$ cat src/rtl/core/depth_pixel_to_world_point_defines.svh
// Assertion macros shared by the depth-to-world-point design.
`ifndef DEPTH_PIXEL_TO_WORLD_POINT_DEFINES_SVH
`define DEPTH_PIXEL_TO_WORLD_POINT_DEFINES_SVH
`ifndef SYNTHESIS
`define DPW_ASSERT(lbl, clk, rst_n, prop) \
    lbl: assert property (@(posedge clk) disable iff (!rst_n) (prop)) \
        else $error("%m: check failed");
`define DPW_ASSERT_NEVER(lbl, clk, rst_n, cond) \
    lbl: assert property (@(posedge clk) disable iff (!rst_n) !(cond)) \
        else $error("%m: forbidden condition seen");
`else
`define DPW_ASSERT(lbl, clk, rst_n, prop)
`define DPW_ASSERT_NEVER(lbl, clk, rst_n, cond)
`endif
`endif

$ cat src/rtl/core/dpw_pkg.sv
// Types and constants shared by the depth-to-world-point design.
package dpw_pkg;

    localparam int QDEPTH = 4;
    localparam int QPTR_W = 2;
    localparam int QCNT_W = 3;

    localparam int POSE_WORDS = 12;
    localparam int POSE_ROWS  = 3;
    localparam int POSE_COLS  = 4;

    localparam int FRAC_SHIFT  = 16;
    localparam int COLOR_SHIFT = 8;

    localparam int RCP_STEPS = 24;
    localparam int RCP_LAT   = RCP_STEPS + 1;
    localparam logic [23:0] RCP_INIT    = 24'd256;
    localparam logic [23:0] RCP_SAT_LIM = 24'd256;
    localparam logic [23:0] DEPTH_MAX   = 24'hFFFFFF;

    localparam int CAM_STEPS = 31;
    localparam int CAM_LAT   = CAM_STEPS + 2;

    // Pipeline stage numbers of the back end.
    localparam int K_CAM_IN = RCP_LAT + 1;
    localparam int K_POSE   = K_CAM_IN + CAM_LAT;
    localparam int K_RAM_RD = K_POSE - 1;
    localparam int K_PROD   = K_POSE + 1;
    localparam int K_LAST   = K_POSE + 2;

    typedef enum logic [2:0] {
        CFG_FOCAL_X  = 3'd0,
        CFG_FOCAL_Y  = 3'd1,
        CFG_CENTER_X = 3'd2,
        CFG_CENTER_Y = 3'd3,
        CFG_MIN_DEPTH = 3'd4,
        CFG_MAX_DEPTH = 3'd5
    } t_cfg_idx;

    typedef struct packed {
        logic               kind;
        logic [7:0]         frame;
        logic [3:0]         pose_word;
        logic signed [31:0] pose_value;
        logic [11:0]        pixel_u;
        logic [11:0]        pixel_v;
        logic [23:0]        inverse_depth;
        logic [7:0]         red;
        logic [7:0]         green;
        logic [7:0]         blue;
    } t_in_item;

    typedef struct packed {
        logic signed [31:0] world_x;
        logic signed [31:0] world_y;
        logic signed [31:0] world_z;
        logic [23:0]        packed_color;
    } t_out_item;

    typedef struct packed {
        logic [15:0] focal_x;
        logic [15:0] focal_y;
        logic [15:0] center_x;
        logic [15:0] center_y;
        logic [23:0] min_depth;
        logic [23:0] max_depth;
    } t_cam_cfg;

    typedef struct packed {
        logic     load_ok;
        logic     point_ok;
        t_in_item item;
    } t_qent;

    typedef struct packed {
        logic  vld;
        t_qent ent;
    } t_q_head;

    typedef struct packed {
        t_qent       ent;
        logic        keep;
        logic [23:0] depth;
    } t_side;

    typedef struct packed {
        logic take;
        logic pose_we;
        logic last_keep;
    } t_back_sts;

endpackage

$ cat src/rtl/core/dpw_front.sv
// Front end: accepts items, sorts out those that do nothing, queues the rest.
module dpw_front import dpw_pkg::*; #(
    parameter int FRAME_SLOTS = 256
) (
    input  logic     i_clk,
    input  logic     i_rst_n,
    input  logic     i_push,
    input  t_in_item i_item,
    output logic     o_full,
    input  logic     i_take,
    output t_q_head  o_head
);

    t_qent             r_mem [QDEPTH];
    logic [QPTR_W-1:0] r_wp;
    logic [QPTR_W-1:0] r_rp;
    logic [QCNT_W-1:0] r_cnt;
    logic [QCNT_W-1:0] n_cnt;

    logic  frame_ok;
    logic  accept;
    logic  enq;
    t_qent ent;

    assign frame_ok = 32'(i_item.frame) < FRAME_SLOTS;
    assign ent.item = i_item;
    assign ent.load_ok = !i_item.kind && frame_ok && (32'(i_item.pose_word) < POSE_WORDS);
    assign ent.point_ok = i_item.kind && frame_ok && (i_item.inverse_depth != '0);

    assign o_full = (r_cnt == QCNT_W'(QDEPTH));
    assign accept = i_push && !o_full;
    // An item that would only be discarded later is taken and dropped here.
    assign enq = accept && (ent.load_ok || ent.point_ok);

    always_comb begin
        case ({enq, i_take})
            2'b10:   n_cnt = r_cnt + 1'b1;
            2'b01:   n_cnt = r_cnt - 1'b1;
            default: n_cnt = r_cnt;
        endcase
    end

    always_ff @(posedge i_clk) begin
        if (!i_rst_n) begin
            r_wp  <= '0;
            r_rp  <= '0;
            r_cnt <= '0;
        end else begin
            r_cnt <= n_cnt;
            if (enq) begin
                r_wp <= r_wp + 1'b1;
            end
            if (i_take) begin
                r_rp <= r_rp + 1'b1;
            end
        end
    end

    always_ff @(posedge i_clk) begin
        if (enq) begin
            r_mem[r_wp] <= ent;
        end
    end

    assign o_head.vld = (r_cnt != '0);
    assign o_head.ent = r_mem[r_rp];

endmodule

$ cat config.mk
export PLATFORM = sky130hd
export DESIGN_NAME = dpw_front
export DESIGN_NICKNAME = d
export VERILOG_FILES = /design/src/rtl/core/depth_pixel_to_world_point_defines.svh /design/src/rtl/core/dpw_pkg.sv /design/src/rtl/core/dpw_front.sv
export SDC_FILE = /design/constraint.sdc
export NUM_CORES = 1
export LEC_CHECK = 0
export BUFFER_PORTS_ARGS = -buffer_cell sky130_fd_sc_hd__buf_4
export CORE_MARGIN = 3
export CORE_UTILIZATION = 50
export CTS_CLUSTER_DIAMETER = 40
export DETAILED_ROUTE_END_ITERATION = 8
export HOLD_SLACK_MARGIN = 0.1
export PLACE_DENSITY_LB_ADDON = 0.3
export SKIP_CTS_REPAIR_TIMING = 1
export SYNTH_ARGS = -nofsm -noshare
export SYNTH_HDL_FRONTEND = slang
export SYNTH_SLANG_ARGS = --single-unit
$ cat constraint.sdc
create_clock -name i_clk -period 5.7 [get_ports i_clk]
set_input_delay 0.57 -clock i_clk [delete_from_list [all_inputs] [get_ports i_clk]]
set_output_delay 0.57 -clock i_clk [all_outputs]
set_load 0.02 [all_outputs]
==> flow_metrics.tcl, run 1 <==
set metrics [dict create \
    crit_arrival_ns 2.84 \
    antenna_cells 0 \
    gp_congestion 0.709 \
    synthDistinctLibCells 29 \
    crit_path_end_kind "output port" \
    first_pass_iters 4 \
    start_util_pct 50.9 \
    layout_setup_ws_ns 2.29 \
    wl_met1_um 14000 \
    top_layer_used "met5" \
    vias_per_cell 5.47 \
    syn_avg_cell_area_um2 25.8 \
    antenna_found_initial 1 \
    max_freq_ghz 0.293 \
    num_rows 68 \
    areaGrowthSynthToFinish_pct 24.5 \
    nets 1090 \
    antenna_left 0 \
    syn_nets 811 \
    synth_seq_cells 485 \
    routed-wl-met3_um 2290 \
    drt-total-wl_um 33700 \
    worst_setup_path_start_kind "register" \
    skew_ns 0.0137 \
    hp-class "input port to register" \
    stdcell_area_um2 22000 \
    num_vias 7994 \
    crit_required_ns 5.13 \
    p_leak_uw 0.00738 \
    synth_edf_count 476 \
    layout_min_cycle_time_ns 3.41 \
    relSlewSlack_pct 32.9 \
    synth_area_leader_cell "edfxtp_1" \
    drive_gt1_share_pct 46.6 \
    ys_async_sr_fraction_pct 0 \
    critPathKind "register to output port" \
    slew_violations 0 \
    synth_top_area_share_pct 80.9 \
    placed_area_um2 20100 \
    clkLatencyLatePin_ns 0.55 \
    yosys-top-cells-area "edfxtp_1, mux4_2, dfxtp_1" \
    io_buffers 241 \
    rsz0062_at_grt "no" \
    wire_per_inst_um 23.0 \
    crit_fanout 38 \
    top_level_ports 242 \
    grt_pass1_wl_um 52100 \
    final.period_utilization_pct 59.8 \
    grt_start_max_net_pins 84 \
    drc_errors 0 \
    die_w_um 194 \
    dpl_worst_slack_ns 2.36 \
    worst_slew_pin_slew_ns 1.01 \
    die_h_um 194 \
    finalHoldViolCount 0 \
    first_iter_violations 511 \
    ys_warn_count 0 \
    synth_ff_type "edfxtp_1" \
    post-place-cells 1360 \
    setup_viol 0 \
    track_usage_pct 18.1 \
    hpwl_um 19700 \
    cts_sinks 485 \
    cts_tree "yes" \
    tns_ns 0 \
    clockBufferDepth 3 \
    cts_htree_levels 2 \
    cts_buffers 56 \
    grt_pass1_vias 8511 \
    wl_met2_um 16900 \
    maxCapViolations 0 \
    dieArea_um2 37600 \
    ys_seq_area_share_pct 82.0 \
    netlist_instances 684 \
    peakVddDrop_v 0.000248 \
    cts_root_buf "clkbuf_16" \
    coreArea_um2 34700 \
    worst_hold_slack_ns 0.211 \
    clk_pin_slew_ns 0.06 \
    stdcell_count 1462 \
    netlist_area_um2 17700 \
    grt-ovfl-total 0 \
    cellPowerDensity_nw_per_um2 407 \
    status "complete, no violations" \
]
## layer usage
| layer | vias up | track usage, % |
|---|---|---|
| met5 | - | 0 |
| met2 | 244 | 29.2 |
| met1 | 4197 | 25.6 |
| met3 | 41 | 4.38 |
| met4 | 2 | 4.28 |
| li1 | 3510 | - |
## synthesized netlist by cell type (2+ instances only)
| master | n |
|---|---|
| edfxtp_1 | 476 |
| mux4_2 | 119 |
| buf_2 | 14 |
| clkbuf_1 | 9 |
| dfxtp_1 | 9 |
| and2_1 | 7 |
| inv_1 | 6 |
| nand2_1 | 6 |
| ha_1 | 5 |
| nor4_1 | 4 |
| buf_1 | 3 |
| a21boi_0 | 2 |
| and2_2 | 2 |
| mux2i_1 | 2 |
| nand3b_1 | 2 |
| o21ai_0 | 2 |
| or3_1 | 2 |
| xnor2_1 | 2 |
| xor2_1 | 2 |
## placed cells by master (no fill, tap or decap)
cell        netlist  final
nor2_1            1      1
and2_1            7      5
o21ai_0           2      2
nor3_2            1      1
bufinv_16         0      9
buf_12            0      6
inv_6             0      3
or3_1             2      2
a21oi_1           1      1
mux4_2          119    119
buf_4             1    242
inv_8             0      2
nor4_1            4      4
a21oi_2           1      1
clkinvlp_4        0      6
clkbuf_16         0     57
clkinv_1          0      9
a21boi_0          2      2
dfxtp_1           9      7
fa_1              1      1
or4_1             1      1
nor3b_1           1      1
clkinv_2          0     12
ha_1              5      5
nand2_1           6      6
xor2_1            2      2
inv_1             6      6
edfxtp_1        476    476
and2_4            0      4
or4_4             1      1
clkinv_8          0      1
mux2i_1           2      2
dfxtp_4           0      2
clkinv_4          0      3
xnor2_1           2      2
and4_1            1      1
nand3b_1          2      2
## area by class of cell
cell class | count | area [µm²]
flip-flops and latches | 485 | 14500
fillers | 2368 | 12700
multi-input cells | 166 | 3050
repair buffers | 248 | 1940
clock buffers | 57 | 1430
well taps | 455 | 569
clock inverters | 45 | 500
inverters | 6 | 22.5
## path summary, 6_finish.rpt
kind / start / end / slack [ns] / cells after the start
setup / recovery: register / o_head[81] / 2.29 / 3
hold / removal: i_item[75] / r_mem[1][75] / 0.21 / 1
setup reg to reg: r_cnt[2] / r_mem[0][64] / 3.05 / 5
hold reg to reg: r_wp[1] / r_wp[1] / 0.50 / 2
## state kept, by name, summed over array words and instances, names as in the netlist, named ones only
name / cells
r_cnt: 3
r_mem: 476
r_rp: 2
r_wp: 2
## critical path, cell delays in order, from the launching register on
cell	delay [ns]
dfxtp_4	0.87
buf_4	0.59
mux4_2	0.60
buf_4	0.18
## per-stage QoR
stage          total power, µW  utilization, %
4_1_cts                   9060            63.3
2_1_floorplan             4940               -
3_5_place_dp              5430            57.8
6_report                  8940            63.3
3_3_place_gp              5410            57.8
5_1_grt                   9270            63.3
## kinds of logic after synthesis
family,after synthesis,share of synthesized area (%)
flops,485,82.0
mux,121,15.3
buf+inv,33,0.822
simple gates,29,1.03
compound gates,6,0.220
fa+ha+maj,6,0.468
xor+xnor,4,0.198
## power breakdown
group | total (µW) | switching [µW] | internal, µW
sequential | 4250 | 79.7 | 4170
clock | 3610 | 1370 | 2240
combinational | 1080 | 591 | 492
total | 8940 | 2040 | 6900
No activity file was read; power rests on OpenSTA's default activity.
==> inputs of run 2 (changes only) <==
==> constraint.sdc (replaced) <==
create_clock -name i_clk -period 3.5 [get_ports i_clk]
set_input_delay 0.35 -clock i_clk [delete_from_list [all_inputs] [get_ports i_clk]]
set_output_delay 0.35 -clock i_clk [all_outputs]
set_load 0.02 [all_outputs]
==> flow_metrics.tcl, run 2 (synthesis results as in run 1) <==
set metrics [dict create \
    status "complete, no violations" \
    holdPathStages 3 \
    hpwl_um 19500 \
    rr_startpoint "r_cnt[2]" \
    r2r_end "r_cnt[2]" \
    crit_fanout 49 \
    stdcell_area_um2 23200 \
    slew_violations 0 \
    p_sw_share_pct 23.2 \
    die_w_um 194 \
    coreArea_um2 34700 \
    cts_tree "yes" \
    nFillCells 2213 \
    crit_arrival_ns 2.49 \
    layout_min_cycle_time_ns 2.84 \
    drt-total-wl_um 35400 \
    antenna_cells 0 \
    crit_end "o_head[11]" \
    worst_setup_path_start_kind "register" \
    grt_start_max_net_pins 78 \
    top_level_ports 242 \
    maxCapViolations 0 \
    p_int_uw 11100 \
    max_freq_ghz 0.352 \
    track_usage_pct 18.6 \
    skew_ns 0.00980 \
    clockBufferDepth 3 \
    first_pass_iters 5 \
    seqCellArea_um2 14500 \
    cts_root_buf "clkbuf_16" \
    final.period_utilization_pct 81.2 \
    switchingPower_uw 3360 \
    first_iter_violations 536 \
    areaGrowthSynthToFinish_pct 31.1 \
    worst_hold_slack_ns 0.145 \
    ff2ff_path_depth 10 \
    layout_commonest_cell "edfxtp_1" \
    grt_pass1_vias 8674 \
    clk_pin_slew_ns 0.05 \
    setup_viol 0 \
    start_util_pct 50.9 \
    p_clk_share_pct 39.1 \
    largest_reg_flops 476 \
    cts_sinks 485 \
    antenna_left 0 \
    antenna_found_initial 0 \
    clkLatencyLatePin_ns 0.58 \
    io_buffers 241 \
    relSlewSlack_pct 44.7 \
    critPathKind "register to output port" \
    num_rows 68 \
    tns_ns 0 \
    hp-class "input port to register" \
    cts_buffers 56 \
    placed_area_um2 20100 \
    wire_per_inst_um 22.3 \
    finalHoldViolCount 0 \
    cts_htree_levels 2 \
    drive_gt1_share_pct 41.5 \
    vias_per_cell 5.36 \
    largestRegisters "r_mem: 476 flops, r_cnt: 3 flops" \
    rsz0062_at_grt "no" \
    multi_input_area_um2 3050 \
    crit_path_end_kind "output port" \
    p_leak_uw 0.00788 \
    num_vias 8504 \
    reg2reg_slack_ns 1.20 \
    fin_util_pct 66.7 \
    power_frac_comb_pct 13.4 \
    nets 1216 \
    pwr-share-seq_pct 47.5 \
    final_cell_mix "edfxtp_1, buf_4, mux4_2" \
    peakVddDrop_v 0.000474 \
    gp_congestion 0.727 \
    largest_register "r_mem" \
    dieArea_um2 37600 \
    worst_slew_pin_slew_ns 0.830 \
    cellPowerDensity_nw_per_um2 626 \
    drc_errors 0 \
    die_h_um 194 \
    grt-ovfl-total 0 \
    crit_required_ns 3.15 \
    grt_pass1_wl_um 53400 \
]
run 2: changes by cell type in the layout (fill, tap and decap cells not counted):
cell	previous run	this run
buf_4	242	248
clkinv_1	9	4
clkinv_4	3	4
inv_6	3	4
dlygate4sd3_1	0	118
buf_12	6	8
clkinv_8	1	0
bufinv_16	9	6
clkinv_2	12	8
clkbuf_1	0	11
clkinvlp_4	6	5
run 2: power by group through the flow:
stage               combinational (µW)  sequential (µW)  clock [µW]
global placement                  1840             6980           0
global route                      2070             6910        6060
finish                            1940             6880        5670
CTS                               1860             6890        5800
detailed placement                1850             7000           0
floorplan                         1050             6970           0
run 2: worst max-delay path: stages, from the launching register on:
cell and delay, ns:
dfxtp_4 0.63, buf_12 0.39, mux4_2 0.62, buf_4 0.18
run 2: worst min path at each step:
stage                         to  startpoint  slack, ns
floorplan            r_mem[0][0]   i_item[0]       0.45
global placement         r_wp[1]     r_wp[1]       0.48
detailed placement       r_wp[1]     r_wp[1]       0.50
CTS                 r_mem[1][93]  i_item[93]      -0.07
global route            register      i_take       0.14
finish                  register      i_take       0.15
run 2: per-stage QoR:
stage | worst slack, ns | instances | power, µW
2_1_floorplan | 0.566 | 684 | 8020
6_report | 0.659 | 1587 | 14500
3_3_place_gp | 0.728 | 1368 | 8830
5_1_grt | 0.506 | 1587 | 15000
3_5_place_dp | 0.682 | 1368 | 8860
4_1_cts | 0.553 | 1469 | 14600
run 2: final cells by class:
class / count / area share [%]
clock buffers: 68 / 6.34
well taps: 455 / 2.46
flip-flops and latches: 485 / 62.5
multi-input cells: 166 / 13.2
clock inverters: 33 / 1.58
repair buffers: 374 / 13.8
inverters: 6 / 0.0973
run 2: layer usage:
metal  wire length (µm)  vias to the layer above  part of all wire (%)  GRT usage, %
met5                  0                        -                     0             0
met1              14300                     4381                    40          25.7
met2              17900                      302                    51          29.9
met3               2410                       57                   6.8          4.47
met4                761                        0                   2.1          5.85
li1                   -                     3764                     -             -
